===== config.mk =====
export PLATFORM = sky130hd
export DESIGN_NAME = tkfk_cell
export DESIGN_NICKNAME = d
export VERILOG_FILES = /design/src/rtl/tkfk_pkg.sv /design/src/rtl/tkfk_cell.sv
export SDC_FILE = /design/constraint.sdc
export NUM_CORES = 1
export LEC_CHECK = 0
export ABC_AREA = 0
export BUFFER_PORTS_ARGS = -buffer_cell sky130_fd_sc_hd__buf_2
export CAP_MARGIN = 30
export CORE_AREA = 2 2 150 152
export DETAILED_ROUTE_END_ITERATION = 12
export DIE_AREA = 0 0 152 154
export GPL_TIMING_DRIVEN = 0
export PLACE_DENSITY_LB_ADDON = 0.12
export SLEW_MARGIN = 20
export SYNTH_ARGS = -nofsm -noshare
export SYNTH_HDL_FRONTEND = slang
export SYNTH_SLANG_ARGS = --single-unit

===== constraint.sdc =====
create_clock -name clk -period 24.3 [get_ports clk]
set_input_delay 1.215 -clock clk [delete_from_list [all_inputs] [get_ports clk]]
set_output_delay 1.215 -clock clk [all_outputs]
set_load 0.01 [all_outputs]

===== src/rtl/tkfk_pkg.sv =====
// Shared types, constants and fitness compare helpers for the top-k keeper.
package tkfk_pkg;
	localparam int Capacity = 128;
	localparam int IdxW = $clog2(Capacity);
	localparam int CntW = $clog2(Capacity + 1);
	localparam logic [7:0] RecordSizeReset = 8'd100;
	localparam logic ActOffer = 1'b0;
	localparam logic ActRead = 1'b1;
	localparam logic [1:0] RegRecordSize = 2'd0;

	typedef struct packed {
		logic [63:0] value;
		logic [63:0] fitness;
	} entry_t;

	// Map double bits to an unsigned key whose order matches numeric order; -0 maps like +0.
	function automatic logic [63:0] fit_key(input logic [63:0] f);
		logic [63:0] m;
		m = (f[62:0] == 63'd0) ? 64'd0 : f;
		fit_key = m[63] ? ~m : {1'b1, m[62:0]};
	endfunction
endpackage


===== src/rtl/tkfk_cell.sv =====
// One rank slot of the sorted chain: uses the offer compare and loads from its upper neighbor or the offer.
module tkfk_cell import tkfk_pkg::*; (
	input  logic   clk,
	input  logic   shift_en,
	input  logic   cand_key_ge,
	input  logic   up_goes,
	input  entry_t up_entry,
	input  entry_t cand,
	input  logic   own_valid,
	output logic   goes,
	output entry_t entry
);
	entry_t entry_q;
	// The offer lands at or above this slot when this slot is empty or its fitness is below it.
	assign goes = !own_valid || !cand_key_ge;
	assign entry = entry_q;
	always_ff @(posedge clk) begin
		if (shift_en && goes) begin
			entry_q <= up_goes ? up_entry : cand;
		end
	end
endmodule


# Word level (Yosys, flattened, before mapping)
# Index checks and enable logic that the tools add are counted.
# word_totals
regBits,128
out_inout_bits,129
wordCells,7
# op_classes
mux,1
reduce_logical,4
# op_table
operator,n
two-way mux 128 bit,1
zero test 1 bit,2
logical AND 1 bit,1
logical OR 1 bit,1

# Longest topological paths before layout
# Gate-level depths: netlist (run 1).
# depth
depth_word,3
depth_mapped,3
mapped_depth_nobuf,1

# Least setup slack after synthesis (run 1)
# OpenSTA, ideal clock, no wires.
# synth_path
path_kind,input-to-reg
from,input port shift_en
to,"register entry_q, in the netlist entry[0] (enable)"
arrival_time_ps,10468
required_time_ps,23488
path_slack_ps,13020
path_stages,1
path_buffers,0
path_cell_list,a21boi_0
# synth_between
elab_chain_len,1
# synth_rtl
item,line_no,source
start: declaration,tkfk_cell.sv:4,"input logic shift_en,"
logical AND 1 bit,tkfk_cell.sv:18,if (shift_en && goes) begin
end signal: assignment,tkfk_cell.sv:19,entry_q <= up_goes ? up_entry : cand;
end: declaration,tkfk_cell.sv:13,entry_t entry_q;
# No other way between the ends.
# A chain may end at the register's enable or synchronous reset.

# Worst setup path in the final report (run 1)
# layout_path
from,input port own_valid
to,output port goes
# layout_between
elab_chain_len,2
# layout_rtl
item,line_no,source
start: declaration,tkfk_cell.sv:9,"input logic own_valid,"
zero test 1 bit,tkfk_cell.sv:15,assign goes = !own_valid || !cand_key_ge;
logical OR 1 bit,tkfk_cell.sv:15,
end: declaration,tkfk_cell.sv:10,"output logic goes,"
# No other way between the ends.

==> impl_metrics.py, run 1 <==
metrics = {
    "power_and_ir_drop": {
        "power_uw": 623,
        "comb_power_share": 0.144,
        "p_sw_uw": 145,
        "power.internal_uw": 477,
        "p_leak_nw": 3.71,
        "p_per_area_nw_per_um2": 72.9,
        "ir_drop_uv": 40.3,
        "seqPwrFrac": 0.438,
        "switching_share": 0.233,
        "clkPwrFrac": 0.417,
    },
    "synthesis": {
        "synth.distinct_cells": 6,
        "ys_ff_latch": 128,
        "synth_area_per_cell_um2": 20.1,
        "syn_inst": 272,
        "synth_area_um2": 5470,
        "ys_seq_area_frac": 0.702,
        "syn-num-nets": 533,
        "yosys_warnings": 0,
    },
    "sta": {
        "fmax_ghz": 0.367,
        "fin_hold_ws_ns": 1.10,
        "finalHoldViolCount": 0,
        "setup_viol": 0,
        "tns_ns": 0,
        "rsz0062_at_grt": "false",
        "maxSlewHeadroom": 0.538,
        "tightest_slew_ns": 0.691,
        "drv_slew": 0,
        "fin_crit_ns": 2.73,
        "post-route-period-util": 0.112,
    },
    "global_route": {
        "grt_pass1_wl_mm": 24.7,
        "gr-usage-all-layers": 0.139,
        "grt_antenna_before_repair": 2,
        "grt_max_degree": 22,
        "grt_overflow": 0,
        "grt_pass1_vias": 4504,
    },
    "cells_and_area": {
        "multiInputGateArea_um2": 1460,
        "nets": 946,
        "final_common_cell": "buf_2",
        "stdcell_count": 979,
        "drive_gt1_frac": 0.812,
        "nFillCells": 2087,
        "layout_common_cells": "388 x buf_2, 128 x mux2_2, 128 x edfxtp_1",
        "largest_reg_flops": 128,
        "syn_to_final_growth_pct": 56.0,
        "seq_area_um2": 3840,
    },
    "floorplan": {
        "die_area_um2": 23400,
        "io_pins": 390,
        "die-width_um": 152,
        "core_area_um2": 21700,
        "die_height_um": 154,
        "rows": 54,
        "start_util": 0.252,
    },
    "routing": {
        "vias": 4097,
        "viasPerCell": 4.18,
        "wl_per_cell_um": 17.0,
        "route.detailed.drc": 0,
        "drt_wl_total_mm": 16.7,
        "ant_nets": 0,
        "drt_iter0_drc": 150,
        "drt_pass1_iterations": 4,
    },
    "clocking": {
        "cts_sinks": 128,
        "cts_buffer_depth": 2,
        "numCtsBuffers": 17,
        "hold_buffers": 0,
        "cts_resized": 0,
        "h-tree-depth": 4,
        "cts_setup_buffers": 0,
        "clockRootBuffer": "clkbuf_16",
        "clkTransAtPathRegs_ns": 0.06,
        "cts_tree": "done",
    },
    "placed_design": {
        "dp_hpwl_mm": 13.3,
        "portBuffers": 388,
        "place.gp.congestion": 0.810,
        "placed_cells": 946,
    },
    "worst_setup_path": {
        "max_stage_delay_ns": 0.12,
        "critPathArrivalTime_ns": 1.51,
        "cp_slowest_cell": "buf_2",
        "crit_type": "in2out",
        "required_ns": 23.08,
        "worstSetupEndpointType": "primary output",
        "crit_path_start_kind": "input port",
        "crit_top_cell": "buf_2",
        "critPathMaxFanout": 2,
        "worstPathCellList": "buf_2 > nand2_1 > buf_2",
    },
    "run": {
        "max_cap_violations": 0,
    },
    "worst_hold_path": {
        "holdCritPathClass": "in2reg",
    },
    "status": {
        "status": "finished clean",
    },
}
-- critical path: cells and delay by family --
kind	cells	cell delay, ns
and+or+nand+nor	1	0.06
buffers and inverters	2	0.24
-- per-layer routing --
| metal | track usage | vias to the layer above | wire length, um |
|---|---|---|---|
| met1 | 0.137 | 1915 | 5730 |
| met5 | 0 | - | 0 |
| met4 | 0.0659 | 0 | 445 |
| met2 | 0.258 | 246 | 8950 |
| li1 | - | 1906 | - |
| met3 | 0.0513 | 30 | 1540 |
-- cells in the mapped netlist --
cell	count	area, um2
buf_6	6	67.6
edfxtp_1	128	3840
clkbuf_8	8	110
mux2_2	128	1440
a21boi_0	1	7.51
nand2_1	1	3.75
-- final cells by class --
| class | count | area share |
|---|---|---|
| Clock buffer | 17 | 0.0498 |
| Timing Repair Buffer | 394 | 0.247 |
| Buffer | 14 | 0.0208 |
| Clock inverter | 14 | 0.0195 |
| Antenna cell | 2 | 0.000586 |
| Multi-Input combinational cell | 130 | 0.171 |
| Sequential cell | 128 | 0.450 |
| Tap cell | 280 | 0.0410 |
-- power by group through the flow --
stage,registers [mW],clock network [mW],logic (mW)
3_5_place_dp,0.278,0,0.0919
4_1_cts,0.273,0.267,0.0921
2_1_floorplan,0.295,0,0.0267
3_3_place_gp,0.284,0,0.0867
5_1_grt,0.275,0.275,0.0974
6_report,0.273,0.260,0.0898
-- path summary, 6_finish.rpt --
kind / slack [ns] / to / from / depth (start not counted)
worst max-delay path: 21.57 / goes / own_valid / 3
worst min-delay path: 1.10 / entry[121] / up_entry[121] / 2
-- stage by stage --
stage / setup slack (ns) / area [um2] / utilization
detailed placement: 21.43 / 7940 / 0.366
CTS: 21.57 / 8530 / 0.394
floorplan: 13.02 / 5470 / -
global placement: 8.65 / 7770 / 0.358
finish: 21.57 / 8540 / 0.394
global route: 21.56 / 8540 / 0.394
-- logic make-up after synthesis --
family                 Yosys count  share of synthesized area
multiplexers                   128                      0.263
AND/OR/NAND/NOR                  1                   0.000685
AO/OA/AOI/OAI                    1                    0.00137
flip-flops                     128                      0.702
buffers and inverters           14                     0.0325
Note: power is estimated with default switching activity, not from simulation.
==> inputs of run 2 (changes only) <==
--- a/config.mk
+++ b/config.mk
@@ -8,9 +8,9 @@
 export ABC_AREA = 0
 export BUFFER_PORTS_ARGS = -buffer_cell sky130_fd_sc_hd__buf_2
 export CAP_MARGIN = 30
-export CORE_AREA = 2 2 150 152
+export CORE_AREA = 2 2 153 155
 export DETAILED_ROUTE_END_ITERATION = 12
-export DIE_AREA = 0 0 152 154
+export DIE_AREA = 0 0 155 157
 export GPL_TIMING_DRIVEN = 0
 export PLACE_DENSITY_LB_ADDON = 0.12
 export SLEW_MARGIN = 20
==> constraint.sdc (replaced) <==
create_clock -name clk -period 2.41 [get_ports clk]
set_input_delay 0.1205 -clock clk [delete_from_list [all_inputs] [get_ports clk]]
set_output_delay 0.1205 -clock clk [all_outputs]
set_load 0.01 [all_outputs]
==> run 2 against run 1 <==
Effect of this change:
- core utilization is 4.0 points higher
- sequential power grew to 10 times the previous value
- non-clock buffer count is 125 higher
- largest cell class unchanged
- largest power group unchanged
==> impl_metrics.py, run 2 (synthesized netlist as in run 1, its figures left out) <==
metrics = {
    "status": {
        "status": "finished clean",
    },
    "sta": {
        "fmax_ghz": 0.691,
        "fin_crit_ns": 1.45,
        "post-route-period-util": 0.600,
        "finalHoldViolCount": 0,
        "tightest_slew_ns": 0.454,
        "setup_viol": 0,
        "fin_ws_ns": 0.963,
        "drv_slew": 0,
        "rsz0062_at_grt": "false",
        "maxSlewHeadroom": 0.697,
    },
    "worst_setup_path": {
        "critPathArrivalTime_ns": 1.60,
        "required_ns": 2.56,
        "worstSetupEndpointType": "flip-flop",
        "critPathMaxFanout": 1,
        "crit_path_start_kind": "input port",
        "crit_type": "in2reg",
    },
    "cells_and_area": {
        "nets": 1071,
        "stdcell_count": 1110,
        "fin_area_um2": 9770,
        "largest_reg_flops": 128,
        "nFillCells": 2087,
        "syn_to_final_growth_pct": 78.4,
        "drive_gt1_frac": 0.690,
        "layout_common_cells": "388 x buf_2, 128 x mux2_2, 128 x edfxtp_1",
        "final_common_cell": "buf_2",
    },
    "routing": {
        "wl_met2_mm": 9.72,
        "viasPerCell": 4.06,
        "drt_wl_total_mm": 18.1,
        "vias": 4509,
        "met1_length_mm": 6.59,
        "dr_wl_met3_mm": 1.41,
        "wl_per_cell_um": 16.3,
        "ant_nets": 0,
        "drt_pass1_iterations": 4,
        "route.detailed.drc": 0,
        "routed.top_layer": "met4",
        "drt_iter0_drc": 156,
    },
    "placed_design": {
        "place.gp.congestion": 0.762,
        "dpl_cell_area_um2": 7950,
        "placed_cells": 951,
        "portBuffers": 388,
        "dp_hpwl_mm": 13.5,
        "dpl_worst_slack_ns": 0.992,
    },
    "worst_hold_path": {
        "holdCritPathClass": "in2reg",
        "hp-start": "cand[54]",
        "whs_path_depth": 2,
        "worstHoldEndpoint": "entry[54]",
    },
    "global_route": {
        "grt_overflow": 0,
        "grt_pass1_vias": 4915,
        "grt_pass1_wl_mm": 25.9,
        "gr-usage-all-layers": 0.143,
        "grt_max_degree": 25,
        "grt_antenna_before_repair": 2,
    },
    "power_and_ir_drop": {
        "p_per_area_nw_per_um2": 649,
        "ir_drop_uv": 410,
        "p_leak_nw": 4.23,
    },
    "floorplan": {
        "start_util": 0.243,
        "die-width_um": 155,
        "rows": 55,
        "core_area_um2": 22500,
        "io_pins": 390,
        "die_height_um": 157,
        "die_area_um2": 24300,
    },
    "run": {
        "max_cap_violations": 0,
    },
    "clocking": {
        "cts_tree": "done",
        "cts_setup_buffers": 0,
        "clockRootBuffer": "clkbuf_16",
        "numCtsBuffers": 17,
        "clkTransAtPathRegs_ns": 0.06,
        "cts_resized": 0,
        "cts_buffer_depth": 2,
        "h-tree-depth": 4,
        "cts_sinks": 128,
    },
}
-- run 2: critical path, stage by stage --
cell and delay, ns:
dlygate4sd3_1 0.55, buf_2 0.12, mux2_2 0.25, dlygate4sd3_1 0.56
-- run 2: power breakdown --
| group | switching, mW | leakage, nW | internal [mW] |
|---|---|---|---|
| Sequential | 0.0510 | 1.23 | 2.71 |
| Combinational | 0.453 | 2.73 | 0.649 |
| Clock | 1.04 | 0.272 | 1.44 |
| Total | 1.55 | 4.23 | 4.79 |
-- run 2: through the flow --
stage               setup TNS (ns)  hold WS [ns]  total power, mW  utilization
floorplan                   -47.54         0.307             3.20            -
global placement           -190.64         0.421             3.69        0.346
detailed placement               0         0.424             3.73        0.353
CTS                              0     0.0000626             6.44        0.433
global route                     0      0.000597             6.63        0.434
finish                           0        0.0184             6.34        0.434
-- run 2: how the worst max path moves through the flow --
| stage | start | endpoint | slack [ns] | cells after the start |
|---|---|---|---|---|
| 5_1_grt | up_entry[5] | entry[5] | 0.96 | 4 |
| 3_5_place_dp | own_valid | entry[2] | 0.99 | 4 |
| 2_1_floorplan | cand_key_ge | entry[0] | -0.37 | 1 |
| 6_report | up_entry[5] | entry[5] | 0.96 | 4 |
| 3_3_place_gp | cand_key_ge | entry[38] | -1.50 | 2 |
| 4_1_cts | cand[10] | entry[10] | 0.98 | 4 |
-- run 2: what timing repair did --
action                                  CTS  global route
hold buffers                            124             1
endpoints found under the setup margin    0             0
hold endpoints to repair                 72             1
-- run 2: area by class of cell --
class	instances	area (um2)	share of cell area
Multi-Input combinational cell	130	1460	0.150
Antenna cell	2	5.00	0.000512
Clock buffer	18	429	0.0439
Timing Repair Buffer	519	3360	0.344
Tap cell	285	357	0.0365
Sequential cell	128	3840	0.393
Clock inverter	14	134	0.0137
Buffer	14	178	0.0182
-- run 2: routing by layer --
metal,vias to the layer above,GRT usage
li1,2163,-
met1,2099,0.143
met2,230,0.270
met3,17,0.0457
met4,0,0.0595
met5,-,0
